$ cat config.mk
export PLATFORM = sky130hd
export DESIGN_NAME = bspline_span_and_basis_flat
export DESIGN_NICKNAME = d
export VERILOG_FILES = /design/src/rtl/bsp_pkg.sv /design/src/rtl/bsp_if.sv /design/src/rtl/bsp_div.sv /design/src/rtl/bspline_span_and_basis.sv /design/src/flat_wrapper.sv
export SDC_FILE = /design/constraint.sdc
export NUM_CORES = 2
export LEC_CHECK = 0
export BUFFER_PORTS_ARGS = -buffer_cell sky130_fd_sc_hd__buf_2
export CORE_MARGIN = 2
export CORE_UTILIZATION = 30
export DETAILED_ROUTE_END_ITERATION = 8
export GPL_ROUTABILITY_DRIVEN = 1
export MAX_ROUTING_LAYER = met4
export PLACE_DENSITY = 0.51
export SYNTH_ARGS = -nofsm -noshare
export SYNTH_HDL_FRONTEND = slang
export SYNTH_SLANG_ARGS = --single-unit
$ cat constraint.sdc
create_clock -name clock -period 8.8 [get_ports clock]
set_clock_uncertainty 0.15 [all_clocks]
set_input_delay 0.88 -clock clock [delete_from_list [all_inputs] [get_ports clock]]
set_output_delay 0.88 -clock clock [all_outputs]
set_load 0.1 [all_outputs]
$ cat src/rtl/bsp_pkg.sv
package bsp_pkg;

   // sizes from the knot format and the configured limits
   localparam int MAX_DEGREE = 3;
   localparam int MAX_KNOTS  = 16;
   localparam int FRAC_BITS  = 16;
   localparam int KNOT_W     = 24;
   localparam int IDX_W      = 4;
   localparam int DEG_W      = 2;
   localparam int RIDX_W     = 2;
   localparam int BASIS_W    = FRAC_BITS + 1;
   localparam int DEN_W      = KNOT_W + 1;
   localparam int PROD_W     = DEN_W + BASIS_W + 1;
   localparam int CNT_W      = $clog2(PROD_W);
   localparam int STAT_W     = 2;
   localparam int CSR_IDX_W  = 2;
   localparam int CSR_DATA_W = 4;

   localparam logic [BASIS_W-1:0] ONE_Q = BASIS_W'(1) << FRAC_BITS;

   // request kinds
   localparam logic REQ_WRITE = 1'b0;
   localparam logic REQ_EVAL  = 1'b1;

   // result status codes
   localparam logic [STAT_W-1:0] ST_OK       = 2'd0;
   localparam logic [STAT_W-1:0] ST_RANGE    = 2'd1;
   localparam logic [STAT_W-1:0] ST_ZERO_DEN = 2'd2;

   // register indexes
   localparam logic [CSR_IDX_W-1:0] CSR_DEGREE    = 2'd0;
   localparam logic [CSR_IDX_W-1:0] CSR_LAST_CTRL = 2'd1;

endpackage

$ cat src/rtl/bsp_if.sv
interface bsp_req_if;
   logic                          valid;
   logic                          ready;
   logic                          req_type;
   logic [bsp_pkg::IDX_W-1:0]     knot_index;
   logic [bsp_pkg::KNOT_W-1:0]    knot_value;
   logic [bsp_pkg::KNOT_W-1:0]    param_u;
   modport source (output valid, req_type, knot_index, knot_value, param_u,
                   input ready);
   modport sink (input valid, req_type, knot_index, knot_value, param_u,
                 output ready);
endinterface

interface bsp_rsp_if;
   logic                          valid;
   logic                          ready;
   logic [bsp_pkg::IDX_W-1:0]     span_index;
   logic [bsp_pkg::RIDX_W-1:0]    basis_index;
   logic [bsp_pkg::BASIS_W-1:0]   basis_value;
   logic [bsp_pkg::STAT_W-1:0]    status;
   logic                          last;
   modport source (output valid, span_index, basis_index, basis_value, status, last,
                   input ready);
   modport sink (input valid, span_index, basis_index, basis_value, status, last,
                 output ready);
endinterface

interface bsp_csr_if;
   logic                            valid;
   logic                            ready;
   logic [bsp_pkg::CSR_IDX_W-1:0]   index;
   logic [bsp_pkg::CSR_DATA_W-1:0]  data;
   modport source (output valid, index, data, input ready);
   modport sink (input valid, index, data, output ready);
endinterface

$ cat src/rtl/bsp_div.sv
module bsp_div (
   input  logic                               clock,
   input  logic                               reset,
   input  logic                               start,
   input  logic signed [bsp_pkg::PROD_W-1:0]  dividend,
   input  logic signed [bsp_pkg::DEN_W-1:0]   divisor,
   output logic                               done,
   output logic signed [bsp_pkg::PROD_W-1:0]  quotient
);

   logic                          busy_ff;
   logic                          done_ff;
   logic                          neg_ff;
   logic [bsp_pkg::CNT_W-1:0]     cnt_ff;
   logic [bsp_pkg::DEN_W-1:0]     rem_ff;
   logic [bsp_pkg::DEN_W-1:0]     dmag_ff;
   logic [bsp_pkg::PROD_W-1:0]    qmag_ff;
   logic [bsp_pkg::DEN_W:0]       trial;
   logic                          fits;

   // one restoring step per cycle on magnitudes
   assign trial = {rem_ff, qmag_ff[bsp_pkg::PROD_W-1]};
   assign fits  = trial >= {1'b0, dmag_ff};

   always_ff @(posedge clock) begin
      if (reset) begin
         busy_ff <= 1'b0;
         done_ff <= 1'b0;
      end else begin
         done_ff <= 1'b0;
         if (start) begin
            busy_ff <= 1'b1;
            cnt_ff  <= '0;
            rem_ff  <= '0;
            qmag_ff <= dividend[bsp_pkg::PROD_W-1] ? -dividend : dividend;
            dmag_ff <= divisor[bsp_pkg::DEN_W-1] ? -divisor : divisor;
            neg_ff  <= dividend[bsp_pkg::PROD_W-1] ^ divisor[bsp_pkg::DEN_W-1];
         end else if (busy_ff) begin
            rem_ff  <= fits ? bsp_pkg::DEN_W'(trial - {1'b0, dmag_ff})
                            : trial[bsp_pkg::DEN_W-1:0];
            qmag_ff <= {qmag_ff[bsp_pkg::PROD_W-2:0], fits};
            cnt_ff  <= cnt_ff + 1'b1;
            if (cnt_ff == bsp_pkg::CNT_W'(bsp_pkg::PROD_W - 1)) begin
               busy_ff <= 1'b0;
               done_ff <= 1'b1;
            end
         end
      end
   end

   // truncation toward zero: sign applied to the magnitude quotient
   assign done     = done_ff;
   assign quotient = neg_ff ? -$signed(qmag_ff) : $signed(qmag_ff);

endmodule

$ cat src/rtl/bspline_span_and_basis.sv
// channel   | direction | beat contents
// req_chan  | in        | req_type, knot_index, knot_value, param_u
// rsp_chan  | out       | span_index, basis_index, basis_value, status, last
// csr_chan  | in        | index (0 degree, 1 last control index), data
//
// an evaluation does the range check and span scan, one knot memory read per
// cycle, then p*(p+1)/2 recurrence steps, each with two divisions by the
// one-bit-per-cycle divider (skipped on a zero denominator); then p+1 result
// beats, or a single range beat when the configuration or u is out of range.
// reset is synchronous: degree 2, last control index 7; knots are undefined
// until written. a stalled rsp_chan holds the beat in the output register.
module bspline_span_and_basis (
   input logic          clock,
   input logic          reset,
   bsp_req_if.sink      req_chan,
   bsp_rsp_if.source    rsp_chan,
   bsp_csr_if.sink      csr_chan
);

   typedef enum logic [3:0] {
      S_IDLE, S_LO, S_HI, S_SCAN, S_RHI, S_RLO, S_RDEN,
      S_MULR, S_DVSR, S_DVWR, S_MULL, S_DVSL, S_DVWL, S_UPD, S_OUT, S_OOR
   } state_type;

   state_type                            state_ff;
   logic [bsp_pkg::DEG_W-1:0]            degree_ff;
   logic [bsp_pkg::IDX_W-1:0]            last_ctrl_ff;
   logic [bsp_pkg::KNOT_W-1:0]           u_ff;
   logic [bsp_pkg::IDX_W-1:0]            span_ff;
   logic [bsp_pkg::IDX_W-1:0]            k_ff;
   logic [bsp_pkg::RIDX_W-1:0]           j_ff;
   logic [bsp_pkg::RIDX_W-1:0]           r_ff;
   logic                                 zero_ff;
   logic [bsp_pkg::KNOT_W-1:0]           hi_ff;
   logic signed [bsp_pkg::DEN_W-1:0]     den_ff;
   logic signed [bsp_pkg::DEN_W-1:0]     dr_ff;
   logic signed [bsp_pkg::DEN_W-1:0]     dl_ff;
   logic signed [bsp_pkg::PROD_W-1:0]    prod_ff;
   logic signed [bsp_pkg::PROD_W-1:0]    tr_ff;
   logic signed [bsp_pkg::PROD_W-1:0]    saved_ff;
   logic [bsp_pkg::BASIS_W-1:0]          nb_ff [bsp_pkg::MAX_DEGREE+1];

   logic [bsp_pkg::KNOT_W-1:0]           knot_mem [bsp_pkg::MAX_KNOTS];
   logic [bsp_pkg::KNOT_W-1:0]           rdata_ff;
   logic [bsp_pkg::IDX_W-1:0]            rd_addr;

   logic                                 rsp_valid_ff;
   logic [bsp_pkg::IDX_W-1:0]            rsp_span_ff;
   logic [bsp_pkg::RIDX_W-1:0]           rsp_ridx_ff;
   logic [bsp_pkg::BASIS_W-1:0]          rsp_value_ff;
   logic [bsp_pkg::STAT_W-1:0]           rsp_status_ff;
   logic                                 rsp_last_ff;

   logic                                 req_fire;
   logic                                 slot_free;
   logic                                 rsp_load;
   logic                                 bad_cfg;
   logic [bsp_pkg::IDX_W:0]              cfg_sum;
   logic signed [bsp_pkg::DEN_W-1:0]     den_now;
   logic [bsp_pkg::BASIS_W-1:0]          nb_r;
   logic                                 div_start;
   logic                                 div_done;
   logic signed [bsp_pkg::PROD_W-1:0]    div_q;
   logic [bsp_pkg::IDX_W:0]              hi_addr;

   // clamp a recurrence value to 0..1.0
   function automatic logic [bsp_pkg::BASIS_W-1:0] sat_unit(
      input logic signed [bsp_pkg::PROD_W:0] v);
      logic [bsp_pkg::BASIS_W-1:0] res;
      if (v < 0) res = '0;
      else if (v > $signed({1'b0, bsp_pkg::PROD_W'(bsp_pkg::ONE_Q)})) res = bsp_pkg::ONE_Q;
      else res = v[bsp_pkg::BASIS_W-1:0];
      return res;
   endfunction

   assign req_fire  = req_chan.valid && req_chan.ready;
   assign req_chan.ready = (state_ff == S_IDLE);
   assign csr_chan.ready = 1'b1;
   assign slot_free = !rsp_valid_ff || rsp_chan.ready;
   assign rsp_load  = ((state_ff == S_OUT) || (state_ff == S_OOR)) && slot_free;

   // configuration sanity: need p <= n and n+p+1 inside the store
   assign cfg_sum = {1'b0, last_ctrl_ff} + {3'b000, degree_ff} + 5'd1;
   assign bad_cfg = (last_ctrl_ff < {2'b00, degree_ff}) || cfg_sum[bsp_pkg::IDX_W];

   assign den_now   = $signed({1'b0, hi_ff}) - $signed({1'b0, rdata_ff});
   assign nb_r      = nb_ff[r_ff];
   assign div_start = (state_ff == S_DVSR) || (state_ff == S_DVSL);
   assign hi_addr   = {1'b0, span_ff} + {3'b000, r_ff} + 5'd1;

   // knot memory read address per state
   always_comb begin
      unique case (state_ff)
         S_IDLE:  rd_addr = {2'b00, degree_ff};
         S_LO:    rd_addr = bsp_pkg::IDX_W'(cfg_sum - {3'b000, degree_ff});
         S_HI:    rd_addr = bsp_pkg::IDX_W'({2'b00, degree_ff} + 4'd1);
         S_SCAN:  rd_addr = k_ff + 1'b1;
         S_RHI:   rd_addr = hi_addr[bsp_pkg::IDX_W-1:0];
         S_RLO:   rd_addr = bsp_pkg::IDX_W'(hi_addr - {3'b000, j_ff});
         default: rd_addr = '0;
      endcase
   end

   // knot store: one write port, one registered read port
   always_ff @(posedge clock) begin
      if (req_fire && req_chan.req_type == bsp_pkg::REQ_WRITE)
         knot_mem[req_chan.knot_index] <= req_chan.knot_value;
      rdata_ff <= knot_mem[rd_addr];
   end

   // configuration registers
   always_ff @(posedge clock) begin
      if (reset) begin
         degree_ff    <= 2'd2;
         last_ctrl_ff <= 4'd7;
      end else if (csr_chan.valid) begin
         if (csr_chan.index == bsp_pkg::CSR_DEGREE)
            degree_ff <= csr_chan.data[bsp_pkg::DEG_W-1:0];
         else if (csr_chan.index == bsp_pkg::CSR_LAST_CTRL)
            last_ctrl_ff <= csr_chan.data;
      end
   end

   bsp_div u_div (
      .clock    (clock),
      .reset    (reset),
      .start    (div_start),
      .dividend (prod_ff),
      .divisor  (den_ff),
      .done     (div_done),
      .quotient (div_q)
   );

   // sequencer: range check, span scan, recurrence, result beats
   always_ff @(posedge clock) begin
      if (reset) begin
         state_ff     <= S_IDLE;
         rsp_valid_ff <= 1'b0;
      end else begin
         if (rsp_load) rsp_valid_ff <= 1'b1;
         else if (rsp_chan.ready) rsp_valid_ff <= 1'b0;
         unique case (state_ff)
            S_IDLE: begin
               if (req_fire && req_chan.req_type == bsp_pkg::REQ_EVAL) begin
                  u_ff     <= req_chan.param_u;
                  nb_ff[0] <= bsp_pkg::ONE_Q;
                  zero_ff  <= 1'b0;
                  state_ff <= bad_cfg ? S_OOR : S_LO;
               end
            end
            S_LO: begin
               state_ff <= (u_ff < rdata_ff) ? S_OOR : S_HI;
            end
            S_HI: begin
               span_ff <= {2'b00, degree_ff};
               k_ff    <= {2'b00, degree_ff} + 4'd1;
               j_ff    <= 2'd1;
               r_ff    <= '0;
               if (u_ff > rdata_ff) state_ff <= S_OOR;
               else if ({2'b00, degree_ff} < last_ctrl_ff) state_ff <= S_SCAN;
               else state_ff <= (degree_ff == 2'd0) ? S_OUT : S_RHI;
            end
            S_SCAN: begin
               if (rdata_ff <= u_ff) span_ff <= k_ff;
               k_ff <= k_ff + 1'b1;
               if (k_ff >= last_ctrl_ff)
                  state_ff <= (degree_ff == 2'd0) ? S_OUT : S_RHI;
            end
            S_RHI: begin
               saved_ff <= (r_ff == 2'd0) ? '0 : saved_ff;
               state_ff <= S_RLO;
            end
            S_RLO: begin
               hi_ff    <= rdata_ff;
               state_ff <= S_RDEN;
            end
            S_RDEN: begin
               den_ff <= den_now;
               dr_ff  <= $signed({1'b0, hi_ff}) - $signed({1'b0, u_ff});
               dl_ff  <= $signed({1'b0, u_ff}) - $signed({1'b0, rdata_ff});
               if (den_now == 0) begin
                  zero_ff  <= 1'b1;
                  tr_ff    <= '0;
                  prod_ff  <= '0;
                  state_ff <= S_UPD;
               end else begin
                  state_ff <= S_MULR;
               end
            end
            S_MULR: begin
               prod_ff  <= bsp_pkg::PROD_W'(dr_ff)
                           * bsp_pkg::PROD_W'($signed({1'b0, nb_r}));
               state_ff <= S_DVSR;
            end
            S_DVSR: state_ff <= S_DVWR;
            S_DVWR: begin
               if (div_done) begin
                  tr_ff    <= div_q;
                  state_ff <= S_MULL;
               end
            end
            S_MULL: begin
               prod_ff  <= bsp_pkg::PROD_W'(dl_ff)
                           * bsp_pkg::PROD_W'($signed({1'b0, nb_r}));
               state_ff <= S_DVSL;
            end
            S_DVSL: state_ff <= S_DVWL;
            S_DVWL: begin
               if (div_done) begin
                  prod_ff  <= div_q;
                  state_ff <= S_UPD;
               end
            end
            S_UPD: begin
               // prod_ff now holds the left term
               nb_ff[r_ff] <= sat_unit({saved_ff[bsp_pkg::PROD_W-1], saved_ff}
                                       + {tr_ff[bsp_pkg::PROD_W-1], tr_ff});
               saved_ff    <= prod_ff;
               if (r_ff + 1'b1 < j_ff) begin
                  r_ff     <= r_ff + 1'b1;
                  state_ff <= S_RHI;
               end else begin
                  nb_ff[j_ff] <= sat_unit({prod_ff[bsp_pkg::PROD_W-1], prod_ff});
                  r_ff        <= '0;
                  if (j_ff == degree_ff) begin
                     state_ff <= S_OUT;
                  end else begin
                     j_ff     <= j_ff + 1'b1;
                     state_ff <= S_RHI;
                  end
               end
            end
            S_OUT: begin
               if (slot_free) begin
                  rsp_span_ff   <= span_ff;
                  rsp_ridx_ff   <= r_ff;
                  rsp_value_ff  <= nb_r;
                  rsp_status_ff <= zero_ff ? bsp_pkg::ST_ZERO_DEN : bsp_pkg::ST_OK;
                  rsp_last_ff   <= (r_ff == degree_ff);
                  r_ff          <= r_ff + 1'b1;
                  if (r_ff == degree_ff) state_ff <= S_IDLE;
               end
            end
            S_OOR: begin
               if (slot_free) begin
                  rsp_span_ff   <= '0;
                  rsp_ridx_ff   <= '0;
                  rsp_value_ff  <= '0;
                  rsp_status_ff <= bsp_pkg::ST_RANGE;
                  rsp_last_ff   <= 1'b1;
                  state_ff      <= S_IDLE;
               end
            end
            default: state_ff <= S_IDLE;
         endcase
      end
   end

   // result beat from the output register
   assign rsp_chan.valid       = rsp_valid_ff;
   assign rsp_chan.span_index  = rsp_span_ff;
   assign rsp_chan.basis_index = rsp_ridx_ff;
   assign rsp_chan.basis_value = rsp_value_ff;
   assign rsp_chan.status      = rsp_status_ff;
   assign rsp_chan.last        = rsp_last_ff;

endmodule

$ cat src/flat_wrapper.sv
// flat-port wrapper written by rule: the top's interface ports become plain ports
module bspline_span_and_basis_flat 
  (clock, reset, req_chan_valid, req_chan_req_type, req_chan_knot_index, req_chan_knot_value, req_chan_param_u, req_chan_ready, rsp_chan_valid, rsp_chan_span_index, rsp_chan_basis_index, rsp_chan_basis_value, rsp_chan_status, rsp_chan_last, rsp_chan_ready, csr_chan_valid, csr_chan_index, csr_chan_data, csr_chan_ready);
  bsp_req_if req_chan_i ();
  bsp_rsp_if rsp_chan_i ();
  bsp_csr_if csr_chan_i ();
  input logic clock;
  input logic reset;
  input wire logic [$bits(req_chan_i.valid)-1:0] req_chan_valid;
  input wire logic [$bits(req_chan_i.req_type)-1:0] req_chan_req_type;
  input wire logic [$bits(req_chan_i.knot_index)-1:0] req_chan_knot_index;
  input wire logic [$bits(req_chan_i.knot_value)-1:0] req_chan_knot_value;
  input wire logic [$bits(req_chan_i.param_u)-1:0] req_chan_param_u;
  output wire logic [$bits(req_chan_i.ready)-1:0] req_chan_ready;
  output wire logic [$bits(rsp_chan_i.valid)-1:0] rsp_chan_valid;
  output wire logic [$bits(rsp_chan_i.span_index)-1:0] rsp_chan_span_index;
  output wire logic [$bits(rsp_chan_i.basis_index)-1:0] rsp_chan_basis_index;
  output wire logic [$bits(rsp_chan_i.basis_value)-1:0] rsp_chan_basis_value;
  output wire logic [$bits(rsp_chan_i.status)-1:0] rsp_chan_status;
  output wire logic [$bits(rsp_chan_i.last)-1:0] rsp_chan_last;
  input wire logic [$bits(rsp_chan_i.ready)-1:0] rsp_chan_ready;
  input wire logic [$bits(csr_chan_i.valid)-1:0] csr_chan_valid;
  input wire logic [$bits(csr_chan_i.index)-1:0] csr_chan_index;
  input wire logic [$bits(csr_chan_i.data)-1:0] csr_chan_data;
  output wire logic [$bits(csr_chan_i.ready)-1:0] csr_chan_ready;
  assign req_chan_i.valid = req_chan_valid;
  assign req_chan_i.req_type = req_chan_req_type;
  assign req_chan_i.knot_index = req_chan_knot_index;
  assign req_chan_i.knot_value = req_chan_knot_value;
  assign req_chan_i.param_u = req_chan_param_u;
  assign req_chan_ready = req_chan_i.ready;
  assign rsp_chan_valid = rsp_chan_i.valid;
  assign rsp_chan_span_index = rsp_chan_i.span_index;
  assign rsp_chan_basis_index = rsp_chan_i.basis_index;
  assign rsp_chan_basis_value = rsp_chan_i.basis_value;
  assign rsp_chan_status = rsp_chan_i.status;
  assign rsp_chan_last = rsp_chan_i.last;
  assign rsp_chan_i.ready = rsp_chan_ready;
  assign csr_chan_i.valid = csr_chan_valid;
  assign csr_chan_i.index = csr_chan_index;
  assign csr_chan_i.data = csr_chan_data;
  assign csr_chan_ready = csr_chan_i.ready;
  bspline_span_and_basis u_core (.clock(clock), .reset(reset), .req_chan(req_chan_i), .rsp_chan(rsp_chan_i), .csr_chan(csr_chan_i));
endmodule
======== Word level (Yosys, flattened, before mapping) ========
Memories as Yosys holds them, arrays and structs flattened. A register that Yosys moved wholly into a read port is not among the register bits.
Index checks and enable logic that the tools add are counted.
storage, ports and cells
  memory bits (writable) .................. 452
  word-level logic and storage cells ...... 234
  input port bits ......................... 64
  output and inout port bits .............. 29
  register bits after elaboration ......... 404
  memories ................................ 2
cells by class
  add/sub/neg operators ................... 19
  multipliers ............................. 2
  $lt $le $gt $ge ......................... 12
  bitwise logic cells ..................... 5
  equal/unequal tests ..................... 31
  mux-type cells .......................... 90
  reductions and logical operators ........ 43
memory list
  memory           words  width  rd ports  clocked after Yosys merged registers in  write ports  line                          RTL
  u_core.knot_mem  16     24     1         1                                        1            bspline_span_and_basis.sv:43  logic [bsp_pkg::KNOT_W-1:0] knot_mem [bsp_pkg::MAX_KNOTS];
  u_core.nb_ff     4      17     1         1                                        2            bspline_span_and_basis.sv:41  logic [bsp_pkg::BASIS_W-1:0] nb_ff [bsp_pkg::MAX_DEGREE+1];
operators with widths
  operator                                                                            count
  43-bit two-way mux                                                                  7
  17-bit two-way mux                                                                  12
  43-bit one-hot mux with 2 select lines                                              2
  43-bit one-hot mux with 4 select lines                                              1
  25-bit by 18-bit multiplier with 43-bit output                                      2
  43-bit negator                                                                      2
  24-bit by 24-bit subtractor with 25-bit output                                      3
  4-bit two-way mux                                                                   17
  4-bit one-hot mux with 16 select lines                                              1
  25-bit two-way mux                                                                  2
  43-bit by 43-bit adder with 44-bit output                                           1
  44-bit by 18-bit greater-than comparator with 1-bit output (second input constant)  1
  44-bit by 1-bit < comparator with 1-bit output (second input constant)              1
  43-bit by 18-bit greater-than comparator with 1-bit output (second input constant)  1
  43-bit by 1-bit < comparator with 1-bit output (second input constant)              1
  17-bit one-hot mux with 2 select lines                                              1
  4-bit equality test (second input constant)                                         8
  32-bit zero test                                                                    1
  26-bit by 25-bit >= comparator with 1-bit output                                    1
  25-bit negator                                                                      1
  25-bit subtractor                                                                   1
  24-bit greater-than comparator                                                      1
  24-bit <= comparator                                                                1
  24-bit < comparator                                                                 1
  other kinds (45)                                                                    132

======== Logic depth before layout (Yosys ltp) ========
  word-level depth ........................ 8
  gate-level depth with buffers ........... 30
  mapped depth without buffers ............ 27

======== Hierarchy ========
Synthesis repeated with hierarchy kept, for this count alone.
second synthesis, totals
  cell total of the unflattened synthesis .. 7356
  area, all modules ....................... 75603.8 sq um
by module, submodules not included
  module                  cells each  instances  area an instance (sq um)
  bspline_span_and_basis  6549        1          68032.7
  bsp_div                 807         1          7571.0

======== Worst setup path before layout ========
OpenSTA, ideal clock, no wires.
  path kind ............................... input port to flip-flop
  start point ............................. in reset
  end point ............................... reg u_core.tr_ff[0] (netlist bit), enable pin
  buffers on the path ..................... 1
  arrival ................................. 8782 ps
  stages on the path ...................... 4
  slack ................................... -635 ps
  library setup time ...................... 503 ps
  cells stage by stage .................... clkbuf_1 > nor3_1 > nand4_1 > o21ai_0
on the way
  word-level cells in the longest chain between the ends .. 2
RTL lines
  element                        line                           RTL
  start: declaration             flat_wrapper.sv:8              input logic reset;
  1-bit NOT (no line)            --
  4-bit AND reduction (no line)  --
  end signal: assignment         bspline_span_and_basis.sv:198  tr_ff <= div_q;
  end: declaration               bspline_span_and_basis.sv:39   logic signed [bsp_pkg::PROD_W-1:0] tr_ff;
Every way passes these cells.
A chain may end at the register's enable or synchronous reset.

==> flow_summary.toml <==
[global_routing]
grt_pass1_vias = 54500
antenna_found_initial = 28
grtUsageTotal = 0.175
grt_max_degree = 154
grt_pass1_wl_mm = 334
overflow = 0

[die]
die_w_um = 504
start_util = 0.302
dieArea_um2 = 254000
rows = 183
pin_count = 93
die_h_um = 504
fp.coreArea_um2 = 249000

[status]
status = "completed"

[logic_synthesis]
async_reset_ff_frac = 0
ys_seq_elements = 882
synthTopCellsByArea = "edfxtp_1 (34%), fa_1 (22%), ha_1 (6.3%), inv_1 (5.8%), nand2_1 (5.0%)"
yosys.area.top_type_share = 0.337
yosys.area.top_type = "edfxtp_1"
synth.distinct_cells = 87
synth_cells = 7375
ys.flop_type = "edfxtp_1"
synth_area_um2 = 75000
synth_edf_count = 843
syn_nets = 8656
ys_seq_area_frac = 0.348
syn_area_per_cell_um2 = 10.2
ys_warn_count = 0

[power]
leakagePower_nw = 35.0
p_switching_mw = 13.3
clock_power_share = 0.150
swShare = 0.488
seq_power_share = 0.196
pwr-share-comb = 0.654
power_density_nw_per_um2 = 328
intPower_mw = 14.0
ir_drop_v = 0.000358

[timing]
relSlewSlack = 0.148
slew_violations = 0
fmax_mhz = 117
setup-violations-final = 0
fin_crit_ns = 8.57
tightest_slew_ns = 1.27
finalHoldViolCount = 0
fin_crit_sh = 0.974
setup_tns_ns = 0

[setup_path]
end_kind = "flip-flop"
crit_fanout = 13
critPathMostFrequentCell = "fa_1"
setup.worst_path.class = "reg2reg"
cp_data_arrival_time_ns = 8.89
cp.required_ns = 9.12
cp-start-kind = "flip-flop"
crit_start = "u_core.nb_ff[0][3]"
r2r-start = "u_core.nb_ff[0][3]"
slowest_stage = "mux4_2"
max_stage_delay_ns = 0.81

[final_layout]
stdcell_count = 10800
area_growth_pct = 11.1
finalNetCount = 8664
drive_above_1_share = 0.0662

[clocking]
cts_tree = "done"
clockRootBuffer = "clkbuf_16"
clkTransAtPathRegs_ns = 0.06
clock_latency_ns = 0.75
postCtsHoldBufs = 0
cts_sinks = 882
cts.path.max_buffers = 3
htree_levels = 3
numCtsBuffers = 97

[route]
initialDrtViolationCount = 4011
wl_per_cell_um = 20.8
firstDrtPassIters = 6
num_vias = 53200
final_antenna_net_count = 0
via_per_inst = 4.92
totalWireLength_mm = 225
drc = 0

[place]
placed_cells = 10600
port_buffers = 91
gp_congestion = 0.879
place_hpwl_mm = 165

[hold_path]
min_path_type = "in2reg"
holdCritStartpoint = "req_chan_param_u[0]"

[run]
cap_violations = 0
[layer usage]
| metal | track usage | vias to the layer above | wire [µm] | share of wire |
|---|---|---|---|---|
| li1 | - | 24400 | - | - |
| met1 | 0.220 | 27100 | 93700 | 0.42 |
| met2 | 0.295 | 1353 | 112000 | 0.50 |
| met3 | 0.0232 | 280 | 11300 | 0.050 |
| met4 | 0.0504 | 0 | 7650 | 0.034 |
| met5 | - | - | 0 | 0 |
[cell usage after synthesis (10+ instances only)]
| cell type | number |
|---|---|
| a2111oi_0 | 10 |
| a211o_1 | 13 |
| a211oi_1 | 147 |
| a21o_1 | 67 |
| a21oi_1 | 268 |
| a22oi_1 | 15 |
| a311oi_1 | 57 |
| a31oi_1 | 68 |
| and2_1 | 537 |
| and3_1 | 16 |
| buf_1 | 13 |
| clkbuf_1 | 331 |
| dfxtp_1 | 39 |
| edfxtp_1 | 843 |
| fa_1 | 841 |
| ha_1 | 376 |
| inv_1 | 1155 |
| mux2i_1 | 25 |
| mux4_2 | 17 |
| nand2_1 | 1007 |
| nand2b_1 | 42 |
| nand3_1 | 66 |
| nand4_1 | 34 |
| nor2_1 | 277 |
| nor2b_1 | 65 |
| nor3_1 | 65 |
| nor3b_1 | 13 |
| nor4_1 | 19 |
| o211ai_1 | 20 |
| o21a_1 | 31 |
| o21ai_0 | 211 |
| o21ai_1 | 74 |
| o21bai_1 | 35 |
| o221ai_1 | 22 |
| o22ai_1 | 10 |
| o31ai_1 | 52 |
| o41ai_1 | 22 |
| or2_2 | 15 |
| or3_1 | 41 |
| or4_1 | 22 |
| xnor2_1 | 148 |
| xor2_1 | 139 |
[worst max-delay path, delay by kind of cell, from the launching register on]
| kind | cells | cell delay, ns |
|---|---|---|
| multiplexers | 1 | 0.81 |
| AO/OA/AOI/OAI | 7 | 1.45 |
| buffers and inverters | 6 | 0.65 |
| AND/OR/NAND/NOR | 5 | 1.24 |
| flip-flops | 1 | 0.55 |
| adder cells (fa/ha/maj) | 7 | 3.43 |
[stage by stage]
stage               cell area (µm²)  setup slack (ns)  hold WS, ns   util  total power, mW
finish                        83400             0.230        0.210  0.335             27.3
global route                  83400           -0.0240        0.189  0.335             29.6
CTS                           83000             0.173        0.145  0.334             27.6
detailed placement            79800             0.191        0.286  0.321             23.3
global placement              79800             0.264        0.281  0.321             23.2
floorplan                     75000             0.169        0.258      -             17.4
[power by group through the flow]
| stage | registers, mW | clock network [mW] | logic [mW] |
|---|---|---|---|
| global placement | 5.42 | 0 | 17.8 |
| floorplan | 5.28 | 0 | 12.2 |
| finish | 5.35 | 4.10 | 17.9 |
| global route | 5.38 | 4.35 | 19.9 |
| detailed placement | 5.43 | 0 | 17.9 |
| CTS | 5.34 | 4.20 | 18.0 |
[flip-flops by register name, summed over array words and instances (netlist names), 43 cells and up, named ones only]
signal / cells
u_core.knot_mem: 384
u_core.nb_ff: 68
u_core.prod_ff: 43
u_core.saved_ff: 43
u_core.tr_ff: 43
u_core.u_div.qmag_ff: 43
[cell type report]
cell class	count	area, µm²
repair buffers	249	1840
diodes	15	37.5
clock inverters	57	592
well taps	3330	4170
multi-input cells	4997	43700
clock buffers	126	2600
inverters	1156	4340
flip-flops and latches	882	26100
fillers	25400	165000
[path summary, 6_finish.rpt]
check	slack (ns)	cells after the start	endpoint
hold / removal	0.21	1	u_core.u_ff[0]
hold reg to reg	0.28	0	u_core.hi_ff[14]
setup / recovery	0.23	26	u_core.prod_ff[41]
setup reg to reg	0.23	26	u_core.prod_ff[41]
[layout by cell type (no fill, tap or decap), types with 42 or more instances in the layout]
cell and count:
a311oi_1 57, a21o_1 67, o31ai_1 51, edfxtp_1 843
buf_4 142, nor2b_1 65, and2_1 537, xnor2_1 148
xor2_1 139, o21ai_1 77, nand2b_1 42, ha_1 376
a211oi_1 144, a21oi_1 267, a31oi_1 67, buf_2 91
nand3_1 65, o21ai_0 206, clkbuf_16 97, nand2_1 1007
fa_1 840, nor3_1 57, nor2_1 260, inv_1 1155
[logic make-up after synthesis]
| kind of cell | after synthesis | share of synthesized area |
|---|---|---|
| multiplexers | 46 | 0.00904 |
| adder cells (fa/ha/maj) | 1217 | 0.287 |
| XOR/XNOR | 287 | 0.0335 |
| buffers and inverters | 1501 | 0.0751 |
| flip-flops | 882 | 0.348 |
| AO/OA/AOI/OAI | 1181 | 0.102 |
| other | 1 | 0.0000500 |
| AND/OR/NAND/NOR | 2260 | 0.145 |
[what timing repair did]
action	4_1_cts	5_1_grt
endpoints found under the setup margin	0	4
gates resized for setup	0	12
buffers inserted	0	9
No activity file was read; power rests on OpenSTA's default activity.
